## src/rtl/core/lrai_pkg.sv

```systemverilog
package lrai_pkg;

  localparam int unsigned LASERS     = 16;
  localparam int unsigned HALVES     = 2;
  localparam int unsigned BLOCK_SIZE = LASERS * HALVES;

  localparam int unsigned PTR_W   = (BLOCK_SIZE > 1) ? $clog2(BLOCK_SIZE) : 1;
  localparam int unsigned CNT_W   = $clog2(BLOCK_SIZE + 1);
  localparam int unsigned LASER_W = (LASERS > 1) ? $clog2(LASERS) : 1;

  localparam int unsigned FULL_CIRCLE = 36000;
  localparam int unsigned TWO_CIRCLE  = 2 * FULL_CIRCLE;
  localparam int unsigned AZ_MAX      = 131071;
  localparam int unsigned DELAY_MAX   = 1048575;
  localparam int unsigned ROUND_HALF  = 65536;

  localparam int unsigned ENTRY_W = 24;
  localparam int unsigned STEP_W  = 33;
  localparam int unsigned ACC_W   = 40;
  localparam int unsigned DLY_W   = 22;

  localparam int unsigned CFG_IDX_W  = 3;
  localparam int unsigned CFG_DATA_W = 18;

  localparam logic [CFG_IDX_W-1:0] CFG_STEP_RATIO     = 3'd0;
  localparam logic [CFG_IDX_W-1:0] CFG_LASER_INTERVAL = 3'd1;
  localparam logic [CFG_IDX_W-1:0] CFG_BLOCK_INTERVAL = 3'd2;
  localparam logic [CFG_IDX_W-1:0] CFG_RANGE_LO       = 3'd3;
  localparam logic [CFG_IDX_W-1:0] CFG_RANGE_HI       = 3'd4;

  typedef struct packed {
    logic apply_port;
    logic apply_pend;
    logic capture;
    logic init;
    logic load;
  } dp_cmd_t;

  typedef struct packed {
    logic full;
    logic port_end_emit;
    logic pend_end_emit;
    logic out_free;
    logic last_point;
  } dp_status_t;

endpackage

```

## src/rtl/core/lrai_ctrl.sv

```systemverilog
module lrai_ctrl (
  input  logic                 clk,
  input  logic                 rst,
  input  logic                 in_valid,
  output logic                 in_stall,
  input  lrai_pkg::dp_status_t st,
  output lrai_pkg::dp_cmd_t    cmd
);

  typedef enum logic [6:0] {
    S_IDLE  = 7'b0000001,
    S_APPLY = 7'b0000010,
    S_SUM   = 7'b0000100,
    S_WRAP  = 7'b0001000,
    S_SPAN  = 7'b0010000,
    S_STEP  = 7'b0100000,
    S_EMIT  = 7'b1000000
  } state_t;

  state_t state, state_next;
  logic   pend, pend_next;

  assign in_stall = (state != S_IDLE);

  always_comb begin
    cmd        = '0;
    state_next = state;
    pend_next  = pend;
    unique case (state)
      S_IDLE: begin
        if (in_valid) begin
          if (st.full) begin
            cmd.capture = 1'b1;
            pend_next   = 1'b1;
            state_next  = S_SUM;
          end else begin
            cmd.apply_port = 1'b1;
            if (st.port_end_emit) begin
              state_next = S_SUM;
            end
          end
        end
      end
      S_APPLY: begin
        cmd.apply_pend = 1'b1;
        pend_next      = 1'b0;
        state_next     = st.pend_end_emit ? S_SUM : S_IDLE;
      end
      S_SUM:  state_next = S_WRAP;
      S_WRAP: state_next = S_SPAN;
      S_SPAN: state_next = S_STEP;
      S_STEP: begin
        cmd.init   = 1'b1;
        state_next = S_EMIT;
      end
      S_EMIT: begin
        if (st.out_free) begin
          cmd.load = 1'b1;
          if (st.last_point) begin
            state_next = pend ? S_APPLY : S_IDLE;
          end
        end
      end
      default: state_next = S_IDLE;
    endcase
  end

  always_ff @(posedge clk) begin
    if (rst) begin
      state <= S_IDLE;
      pend  <= 1'b0;
    end else begin
      state <= state_next;
      pend  <= pend_next;
    end
  end

endmodule

```

## src/rtl/core/lrai_dpath.sv

```systemverilog
module lrai_dpath (
  input  logic                                clk,
  input  logic                                rst,
  input  logic                                cfg_valid,
  input  logic [lrai_pkg::CFG_IDX_W-1:0]      cfg_index,
  input  logic [lrai_pkg::CFG_DATA_W-1:0]     cfg_data,
  input  logic [15:0]                         block_azimuth,
  input  logic [15:0]                         raw_range,
  input  logic [7:0]                          raw_reflectivity,
  input  logic                                packet_end,
  input  logic                                out_stall,
  output logic                                out_valid,
  output logic [3:0]                          laser_index,
  output logic                                half_index,
  output logic [16:0]                         point_azimuth,
  output logic [15:0]                         point_range,
  output logic [7:0]                          point_reflectivity,
  output logic [19:0]                         delay_ns,
  output logic                                range_valid,
  output logic                                block_done,
  input  lrai_pkg::dp_cmd_t                   cmd,
  output lrai_pkg::dp_status_t                st
);

  localparam int unsigned CNT_W   = lrai_pkg::CNT_W;
  localparam int unsigned PTR_W   = lrai_pkg::PTR_W;
  localparam int unsigned LASER_W = lrai_pkg::LASER_W;
  localparam int unsigned ACC_W   = lrai_pkg::ACC_W;
  localparam int unsigned DLY_W   = lrai_pkg::DLY_W;
  localparam int unsigned AZF_W   = ACC_W - 17;

  // configuration
  logic [15:0] step_ratio, laser_interval, range_lo, range_hi;
  logic [17:0] block_interval;

  always_ff @(posedge clk) begin
    if (rst) begin
      step_ratio     <= 16'd3539;
      laser_interval <= 16'd3000;
      block_interval <= 18'd55500;
      range_lo       <= 16'd2;
      range_hi       <= 16'd20000;
    end else if (cfg_valid) begin
      unique case (cfg_index)
        lrai_pkg::CFG_STEP_RATIO:     step_ratio     <= cfg_data[15:0];
        lrai_pkg::CFG_LASER_INTERVAL: laser_interval <= cfg_data[15:0];
        lrai_pkg::CFG_BLOCK_INTERVAL: block_interval <= cfg_data;
        lrai_pkg::CFG_RANGE_LO:       range_lo       <= cfg_data[15:0];
        lrai_pkg::CFG_RANGE_HI:       range_hi       <= cfg_data[15:0];
        default: ;
      endcase
    end
  end

  // packet state
  logic [CNT_W-1:0] count;
  logic [15:0]      held, prior;
  logic [1:0]       seen;

  logic [15:0] pend_az, pend_range;
  logic [7:0]  pend_refl;
  logic        pend_end;

  logic        apply;
  logic [15:0] src_az, src_range;
  logic [7:0]  src_refl;
  logic        src_end, src_end_emit;
  logic        count_zero;
  logic [15:0] held_new, prior_new;
  logic [1:0]  seen_new;
  logic        port_end_emit, pend_end_emit;

  assign apply      = cmd.apply_port | cmd.apply_pend;
  assign src_az     = cmd.apply_pend ? pend_az    : block_azimuth;
  assign src_range  = cmd.apply_pend ? pend_range : raw_range;
  assign src_refl   = cmd.apply_pend ? pend_refl  : raw_reflectivity;
  assign src_end    = cmd.apply_pend ? pend_end   : packet_end;
  assign count_zero = (count == '0);
  assign held_new   = count_zero ? src_az : held;
  assign prior_new  = count_zero ? held : prior;
  assign seen_new   = (count_zero && seen != 2'd2) ? seen + 2'd1 : seen;

  assign port_end_emit = packet_end && (count == CNT_W'(lrai_pkg::BLOCK_SIZE - 1));
  assign pend_end_emit = pend_end && (count == CNT_W'(lrai_pkg::BLOCK_SIZE - 1));
  assign src_end_emit  = cmd.apply_pend ? pend_end_emit : port_end_emit;

  always_ff @(posedge clk) begin
    if (rst) begin
      count <= '0;
      held  <= '0;
      prior <= '0;
      seen  <= '0;
    end else if (cmd.capture) begin
      count <= '0;
    end else if (apply) begin
      held  <= held_new;
      prior <= prior_new;
      if (src_end) begin
        count <= '0;
        seen  <= '0;
      end else begin
        count <= count + 1'b1;
        seen  <= seen_new;
      end
    end
  end

  always_ff @(posedge clk) begin
    if (cmd.capture) begin
      pend_az    <= block_azimuth;
      pend_range <= raw_range;
      pend_refl  <= raw_reflectivity;
      pend_end   <= packet_end;
    end
  end

  // emission base: held azimuth t and its difference d
  logic [16:0] em_t, em_d;
  logic [16:0] next_d, last_t, last_d;
  logic        last_lt;

  assign next_d  = (block_azimuth < held)
                 ? 17'(block_azimuth) + 17'(lrai_pkg::FULL_CIRCLE) - 17'(held)
                 : 17'(block_azimuth) - 17'(held);
  assign last_lt = held_new < prior_new;
  assign last_t  = (seen_new >= 2'd2 && last_lt)
                 ? 17'(held_new) + 17'(lrai_pkg::FULL_CIRCLE) : 17'(held_new);
  assign last_d  = (seen_new >= 2'd2) ? last_t - 17'(prior_new) : '0;

  always_ff @(posedge clk) begin
    if (cmd.capture) begin
      em_t <= 17'(held);
      em_d <= next_d;
    end else if (apply && src_end_emit) begin
      em_t <= last_t;
      em_d <= last_d;
    end
  end

  // span and step, computed in a chain of registered stages
  logic [17:0]                 t2_r;
  logic [18:0]                 r0_r, r2_r;
  logic [16:0]                 span_r;
  logic [lrai_pkg::STEP_W-1:0] step_r;

  always_ff @(posedge clk) begin
    t2_r   <= {em_t, 1'b0};
    r0_r   <= 19'({em_t, 1'b0}) + 19'(em_d);
    r2_r   <= (r0_r > 19'(lrai_pkg::TWO_CIRCLE)) ? r0_r - 19'(lrai_pkg::TWO_CIRCLE) : r0_r;
    span_r <= (19'(t2_r) > r2_r)
            ? 17'(r2_r + 19'(lrai_pkg::TWO_CIRCLE) - 19'(t2_r))
            : 17'(r2_r - 19'(t2_r));
    step_r <= lrai_pkg::STEP_W'(span_r) * lrai_pkg::STEP_W'(step_ratio);
  end

  // return store
  logic [lrai_pkg::ENTRY_W-1:0] ret_mem [lrai_pkg::BLOCK_SIZE];
  logic [lrai_pkg::ENTRY_W-1:0] rd_data;
  logic [PTR_W-1:0]             p, p_inc, rd_addr;

  assign p_inc   = p + 1'b1;
  assign rd_addr = cmd.init ? '0 : (cmd.load ? p_inc : p);

  always_ff @(posedge clk) begin
    if (apply) begin
      ret_mem[count[PTR_W-1:0]] <= {src_refl, src_range};
    end
    rd_data <= ret_mem[rd_addr];
  end

  // point generation
  logic [LASER_W-1:0] laser;
  logic               half;
  logic [ACC_W-1:0]   acc, az_sum;
  logic [DLY_W-1:0]   dly, dly_sum;
  logic [AZF_W-1:0]   az_full;
  logic [16:0]        az_sat;
  logic [19:0]        dly_sat;
  logic [15:0]        rd_range;

  assign az_sum  = acc + ACC_W'(lrai_pkg::ROUND_HALF);
  assign az_full = az_sum[ACC_W-1:17];
  assign az_sat  = (az_full > AZF_W'(lrai_pkg::AZ_MAX)) ? 17'(lrai_pkg::AZ_MAX) : az_full[16:0];
  assign dly_sum = dly + (half ? DLY_W'(block_interval[17:1]) : '0);
  assign dly_sat = (dly_sum > DLY_W'(lrai_pkg::DELAY_MAX))
                 ? 20'(lrai_pkg::DELAY_MAX) : dly_sum[19:0];
  assign rd_range = rd_data[15:0];

  assign st.full          = (count == CNT_W'(lrai_pkg::BLOCK_SIZE));
  assign st.port_end_emit = port_end_emit;
  assign st.pend_end_emit = pend_end_emit;
  assign st.out_free      = !out_valid || !out_stall;
  assign st.last_point    = (p == PTR_W'(lrai_pkg::BLOCK_SIZE - 1));

  always_ff @(posedge clk) begin
    if (rst) begin
      p     <= '0;
      laser <= '0;
      half  <= 1'b0;
    end else if (cmd.init) begin
      p     <= '0;
      laser <= '0;
      half  <= 1'b0;
    end else if (cmd.load) begin
      p <= p_inc;
      if (laser == LASER_W'(lrai_pkg::LASERS - 1)) begin
        laser <= '0;
        half  <= 1'b1;
      end else begin
        laser <= laser + 1'b1;
      end
    end
  end

  always_ff @(posedge clk) begin
    if (cmd.init) begin
      acc <= ACC_W'({t2_r, 16'b0});
      dly <= '0;
    end else if (cmd.load) begin
      if (laser == LASER_W'(lrai_pkg::LASERS - 1)) begin
        acc <= ACC_W'({r2_r, 16'b0});
        dly <= '0;
      end else begin
        acc <= acc + ACC_W'(step_r);
        dly <= dly + DLY_W'(laser_interval);
      end
    end
  end

  always_ff @(posedge clk) begin
    if (rst) begin
      out_valid <= 1'b0;
    end else if (cmd.load) begin
      out_valid <= 1'b1;
    end else if (!out_stall) begin
      out_valid <= 1'b0;
    end
  end

  always_ff @(posedge clk) begin
    if (cmd.load) begin
      laser_index        <= 4'(laser);
      half_index         <= half;
      point_azimuth      <= az_sat;
      point_range        <= rd_range;
      point_reflectivity <= rd_data[23:16];
      delay_ns           <= dly_sat;
      range_valid        <= (rd_range > range_lo) && (rd_range < range_hi);
      block_done         <= st.last_point;
    end
  end

endmodule

```

## src/rtl/core/lidar_return_azimuth_interpolator_top.sv

```systemverilog
// channel   direction  handshake             payload
// in        sink       in_valid / in_stall   block_azimuth, raw_range, raw_reflectivity,
//                                            packet_end
// out       source     out_valid / out_stall laser_index .. block_done
// cfg       sink       cfg_valid / cfg_ready cfg_index, cfg_data
//
// A return is taken only while the controller is idle, not during block setup or emission.
// A complete block goes out after span/step setup in the SUM, WRAP, SPAN and STEP
// states, then one point per cycle, 32 points in all, from the return store; out_stall
// pauses the walk. A return arriving on a full store waits in a holding register and
// is written in the cycle after the last point of the block is loaded, so the input
// stalls through the setup and emission of that block. rst is synchronous and restores the defaults.
module lidar_return_azimuth_interpolator_top (
  input  logic        clk,
  input  logic        rst,
  input  logic        cfg_valid,
  output logic        cfg_ready,
  input  logic [2:0]  cfg_index,
  input  logic [17:0] cfg_data,
  input  logic        in_valid,
  output logic        in_stall,
  input  logic [15:0] block_azimuth,
  input  logic [15:0] raw_range,
  input  logic [7:0]  raw_reflectivity,
  input  logic        packet_end,
  output logic        out_valid,
  input  logic        out_stall,
  output logic [3:0]  laser_index,
  output logic        half_index,
  output logic [16:0] point_azimuth,
  output logic [15:0] point_range,
  output logic [7:0]  point_reflectivity,
  output logic [19:0] delay_ns,
  output logic        range_valid,
  output logic        block_done
);

  lrai_pkg::dp_cmd_t    cmd;
  lrai_pkg::dp_status_t st;

  assign cfg_ready = 1'b1;

  lrai_ctrl u_ctrl (
    .clk      (clk),
    .rst      (rst),
    .in_valid (in_valid),
    .in_stall (in_stall),
    .st       (st),
    .cmd      (cmd)
  );

  lrai_dpath u_dpath (
    .clk                (clk),
    .rst                (rst),
    .cfg_valid          (cfg_valid),
    .cfg_index          (cfg_index),
    .cfg_data           (cfg_data),
    .block_azimuth      (block_azimuth),
    .raw_range          (raw_range),
    .raw_reflectivity   (raw_reflectivity),
    .packet_end         (packet_end),
    .out_stall          (out_stall),
    .out_valid          (out_valid),
    .laser_index        (laser_index),
    .half_index         (half_index),
    .point_azimuth      (point_azimuth),
    .point_range        (point_range),
    .point_reflectivity (point_reflectivity),
    .delay_ns           (delay_ns),
    .range_valid        (range_valid),
    .block_done         (block_done),
    .cmd                (cmd),
    .st                 (st)
  );

endmodule
```

## config.mk

```make
export PLATFORM = sky130hd
export DESIGN_NAME = lidar_return_azimuth_interpolator_top
export DESIGN_NICKNAME = d
export VERILOG_FILES = /design/src/rtl/core/lrai_pkg.sv /design/src/rtl/core/lrai_ctrl.sv /design/src/rtl/core/lrai_dpath.sv /design/src/rtl/core/lidar_return_azimuth_interpolator_top.sv
export SDC_FILE = /design/constraint.sdc
export NUM_CORES = 2
export LEC_CHECK = 0
export BUFFER_PORTS_ARGS = -buffer_cell sky130_fd_sc_hd__buf_2
export CORE_AREA = 2 2 353 529
export CTS_CLUSTER_DIAMETER = 200
export DETAILED_ROUTE_END_ITERATION = 7
export DIE_AREA = 0 0 355 531
export PLACE_DENSITY_LB_ADDON = 0.3
export SYNTH_ARGS = -nofsm -noshare
export SYNTH_HDL_FRONTEND = slang
export SYNTH_SLANG_ARGS = --single-unit
```

## constraint.sdc

```tcl
create_clock -name clk -period 7.1 [get_ports clk]
set_input_delay 1.775 -clock clk [delete_from_list [all_inputs] [get_ports clk]]
set_output_delay 1.775 -clock clk [all_outputs]
set_load 0.005 [all_outputs]
```

# After elaboration in Yosys (flattened, before gate mapping)
# Memory sizes are Yosys's and may differ from the RTL's. A register that Yosys moved wholly into a read port is not among the register bits.
# Index checks and enable logic that the tools add are counted.
[word_totals]
wordCells = 169
register_bits = 451
ramBits = 768
in_bits = 67
n_memories = 1
[memory_table]
columns = ["memory", "depth", "width", "read_ports", "rd_clocked_by_memory_dff", "wr", "line_no", "source"]
rows = [
  ["u_dpath.ret_mem", 32, 24, 1, 1, 1, "lrai_dpath.sv:157", "logic [lrai_pkg::ENTRY_W-1:0] ret_mem [lrai_pkg::BLOCK_SIZE];"],
]
[op_classes]
n_mux = 52
add_sub_neg = 18
reduce_logical = 25
n_lt_le_gt_ge = 9
mul = 1
bitwise_logic = 2
eq_ne = 23
[ops]
columns = ["cell", "count"]
rows = [
  ["two-way mux 17 bit", 7],
  ["two-way mux 16 bit", 6],
  ["two-way mux 34 bit", 2],
  ["case mux 7 bit (7 select lines)", 1],
  ["less-than comparator 16 bit", 3],
  ["adder 40 x 17 -> 40 bit, second input constant", 1],
  ["adder 40 x 33 -> 40 bit", 1],
  ["two-way mux 40 bit", 1],
  ["two-way mux 7 bit", 5],
  ["adder 16 x 16 -> 17 bit, second input constant", 2],
  ["subtractor 17 x 16 -> 17 bit", 2],
  ["subtractor 17 bit", 2],
  ["multiplier 17 x 16 -> 33 bit", 1],
  ["> comparator 23 x 17 -> 1 bit, second input constant", 1],
  ["adder 22 x 16 -> 22 bit", 1],
  ["adder 22 bit", 1],
  ["> comparator 22 x 20 -> 1 bit, second input constant", 1],
  ["two-way mux 22 bit", 1],
  ["adder 18 x 17 -> 19 bit", 1],
  ["> comparator 18 x 19 -> 1 bit", 1],
  ["> comparator 19 x 17 -> 1 bit, second input constant", 1],
  ["two-way mux 19 bit", 1],
  ["subtractor 19 x 17 -> 19 bit, second input constant", 1],
  ["two-way mux 1 bit", 18],
  ["45 further kinds", 68],
]

# Depth between registers and ports, before layout
[depth]
word_depth = 11
mapped_depth = 31
mapped_depth_nobuf = 27

# Modules after synthesis
# A second synthesis with hierarchy kept.
[hier_totals]
hier_cells = 5229
area_unflattened_um2 = 64475.6
[modules_own_cells]
columns = ["mod", "cells_each", "n_inst", "seq_area_each_um2", "area_each_um2"]
rows = [
  ["lrai_dpath", 5173, 1, 33982.6, 63978.9],
  ["lrai_ctrl", 54, 1, 160.2, 485.5],
  ["lidar_return_azimuth_interpolator_top", 2, 1, 0.0, 11.3],
]

# Least setup slack after synthesis
# OpenSTA, ideal clock, no wires.
[synth_path]
kind = "register to register"
from = "register u_dpath.step_ratio[9]"
to = "register u_dpath.step_r[32] in the netlist's numbering"
setup_ns = 0.072
arrival_time_ns = 6.413
slack_ns = 0.615
required_time_ns = 7.028
stages_incl_launch_ff = 26
path_cell_list = "dfxtp_1 -> clkbuf_1 -> clkbuf_1 -> nand2_1 -> fa_1 -> inv_1 -> fa_1 -> inv_1 -> fa_1 -> inv_1 -> fa_1 -> fa_1 -> inv_1 -> fa_1 -> inv_1 -> ha_1 -> a211oi_1 -> o21ai_1 -> a31o_1 -> a221o_1 -> a221o_1 -> a21oi_2 -> o21ai_1 -> a211o_1 -> a21oi_1 -> xnor2_1"
[synth_via]
elab_chain_cells = 1
[synth_rtl]
columns = ["item", "line_no", "source"]
rows = [
  ["start, declared", "lrai_dpath.sv:33", "logic [15:0] step_ratio, laser_interval, range_lo, range_hi;"],
  ["start signal, assigned", "lrai_dpath.sv:45", "lrai_pkg::CFG_STEP_RATIO: step_ratio <= cfg_data[15:0];"],
  ["multiplier 17 x 16 -> 33 bit", "lrai_dpath.sv:153", "step_r <= lrai_pkg::STEP_W'(span_r) * lrai_pkg::STEP_W'(step_ratio);"],
  ["end signal, assigned", "lrai_dpath.sv:153", ""],
  ["end, declared", "lrai_dpath.sv:144", "logic [lrai_pkg::STEP_W-1:0] step_r;"],
]
# Every way passes these cells.
# A chain may end at the register's enable or synchronous reset.

# Worst setup path in the final report
[layout_path]
from = "register u_dpath.step_ratio[6]"
to = "register u_dpath.step_r[32] in the netlist's numbering"
# The elaborated chain is that of the path after synthesis.

==> flow_summary.toml <==
[run]
cap_violations = 0

[synth]
synthTopCellsByArea = "edfxtp_1, dfxtp_1, fa_1, ha_1, mux4_2"
synth_top_cell_by_area = "edfxtp_1"
yosysWarnings = 0
synth_top_area_share_pct = 43.5
synthArstFlopShare_pct = 0
ys_seq_area_share_pct = 53.3
synth_edf_count = 927
ys.flop_type = "edfxtp_1"
ys_ff_latch = 1242
synth_cells = 5264
ys_types = 100
postSynthAreaPerCell_um2 = 12.2
synth_area_mm2 = 0.0640
syn-num-nets = 5910

[sta]
final_hold_viol_count = 0
fin_crit_ns = 6.81
finalSetupViolCount = 0
worstMarginPinSlew_ns = 1.24
finalClockSkew_ns = 0.0854
grt_setup_unrepaired = "false"
relSlewSlack_pct = 17.4
max_freq_ghz = 0.147
drv_slew = 0
finalSetupTns_ns = 0
period_share_pct = 95.9

[routing]
vias_per_cell = 5.18
firstDrtPassIters = 5
wl_per_cell_um = 22.3
first_iter_violations = 3064
drc = 0
routed_wl_um = 178000
antenna_left = 0
vias = 41300

[clock_tree]
cts.path.max_buffers = 3
cts_root_buffer = "clkbuf_16"
cts_tree = "done"
cts_buffers = 118
clock_sinks = 1242
clk_pin_slew_worst_paths_ns = 0.07
htreeDepth = 3
clk_latency_ns = 0.82

[placed_design]
dp_hpwl_um = 123000
gp_congestion = 0.904
dp.cells = 7740
placed_area_mm2 = 0.0681
io_buffers = 136

[global_routing]
antenna_found_initial = 28
grt_pass1_vias = 42400
grt_max_degree = 132
grt_pass1_wl_um = 267000
gr-usage-all-layers_pct = 18.8
gr-total-overflow = 0

[run_status]
status = "complete, no violations"

[layout]
final_cells = 7971
design_area_mm2 = 0.0722
final_util_pct = 39.2
synthToLayoutAreaGrowth_pct = 12.8
drive_gt1_share_pct = 12.8
fin_nets = 6069

[power_and_ir_drop]
vdd_ir_drop_max_mv = 0.269
leakage_uw = 0.0273
power_density_mw_per_mm2 = 243

[die]
core_mm2 = 0.184
top_level_ports = 138
initial_core_util_pct = 34.8
placementRows = 193
dieArea_mm2 = 0.189
die_w_um = 355
chipHeight_um = 531

[setup_path]
cp_slowest_cell = "fa_1"
arrival_ns = 7.48
cpMostUsedCell = "fa_1"
cp-startpoint = "u_dpath.step_ratio[6]$_SDFFE_PP1P_"
path_max_fanout = 10
r2r_start = "u_dpath.step_ratio[6]$_SDFFE_PP1P_"
critPathLaunchType = "flip-flop"
slowest_delay_ns = 0.54
cp.required_ns = 7.78
criticalPathCategory = "flip-flop to flip-flop"
path_cells = "and2_1 -> fa_1 -> inv_1 -> fa_1 -> fa_1 -> inv_1 -> fa_1 -> fa_1 -> inv_1 -> fa_1 -> inv_1 -> ha_1 -> a211oi_1 -> o21ai_1 -> a31o_1 -> a221o_1 -> a221o_1 -> a21oi_2 -> o21ai_1 -> a211o_1 -> a21oi_1 -> xnor2_1"
end_kind = "flip-flop"

[worst_hold_path]
hold_start = "u_dpath.em_d[0]$_DFFE_PP_"
hp-class = "flip-flop to flip-flop"
==> registers in the layout, summed over array words and instances (netlist names), 19 cells and up <==
signal            count
u_dpath.delay_ns     20
u_dpath.r2_r         19
u_dpath.step_r       33
u_dpath.r0_r         19
u_dpath.acc          40
u_dpath.dly          22
u_dpath.ret_mem     768
u_dpath.rd_data      24
==> layer usage <==
layer  global-route usage [%]  vias to the layer above  share of wire [%]
met3                     2.65                      295                4.9
li1                         -                    19100                  -
met4                     6.80                       18                3.4
met2                     35.0                     1042                 53
met1                     21.9                    20900                 39
met5                        0                        -              0.058
==> path summary, 6_finish.rpt <==
kind | endpoint | slack (ns) | cells past startpoint
max | u_dpath.step_r[32]$_DFF_P_ | 0.29 | 22
min | u_dpath.r0_r[0]$_DFF_P_ | 0.34 | 0
max reg2reg | u_dpath.step_r[32]$_DFF_P_ | 0.29 | 22
min reg2reg | u_dpath.r0_r[0]$_DFF_P_ | 0.34 | 0
==> synth_stat cells, drive strengths merged (45+ instances only) <==
cell and n:
nand2 719, and3 45, xor2 94, and2 160, a21o 78, xnor2 113
inv 434, ha 342, edfxtp 927, nand3 137, clkbuf 137, a21oi 268
fa 237, dfxtp 315, buf 70, nor2 229, o21ai 175, nor3 51
a22oi 64, mux4 144
==> worst max-delay path, delay by kind of cell (launching register included) <==
kind	cells	cell delay, ns
DFF	1	0.42
xor gates and xnor gates	1	0.14
and+or+nand+nor	1	0.21
buffers and inverters	4	0.20
adders and majority gates	7	3.45
AOI/OAI and AO/OA	9	2.29
==> through the flow <==
stage / setup WS, ns / power (uW) / hold slack, ns
CTS: 0.221 / 17700 / 0.341
floorplan: 0.615 / 10400 / 0.323
detailed placement: 0.253 / 11100 / 0.331
global route: 0.0137 / 18300 / 0.348
global placement: 0.382 / 11000 / 0.331
finish: 0.293 / 17600 / 0.344
==> report_power, final <==
group          internal [uW]  leakage, uW  switching (uW)
sequential              7940       0.0110            72.0
clock                   3630      0.00195            3000
combinational           1220       0.0144            1710
==> what timing repair did <==
action | in CTS | in global routing
buffers inserted | 0 | 0
setup endpoints to repair | 0 | 5
resized for setup | 0 | 6
hold buffers | 0 | 0
==> area by class of cell <==
class                   count  area [um^2]
fillers                 17500       112000
flip-flops and latches   1242        34100
multi-input cells        3380        27700
clock buffers             149         3180
well taps                2437         3050
inverters                 435         1640
repair buffers            246         1600
clock inverters            76          900
diodes                      6         15.0
==> kinds of logic after synthesis <==
logic type                 count (synthesis)  synth area share (%)
and+or+nand+nor                         1541                  11.3
buffers and inverters                    642                  3.94
adders and majority gates                579                  14.1
muxes                                    202                  6.03
AOI/OAI and AO/OA                        850                  8.50
DFF                                     1242                  53.3
other                                      1               0.00586
xor gates and xnor gates                 207                  2.85
==> layout by cell type (no fill, tap or decap), types with 93 or more instances in the layout <==
cell / n
xnor2_1: 112
a21oi_1: 267
clkbuf_16: 118
dfxtp_1: 311
xor2_1: 93
nor2_1: 187
buf_4: 104
buf_2: 135
inv_1: 432
nand2_1: 717
edfxtp_1: 927
ha_1: 342
and2_1: 160
fa_1: 237
mux4_2: 144
o21ai_0: 130
nand3_1: 137
Power figures use the tool's default switching activity.
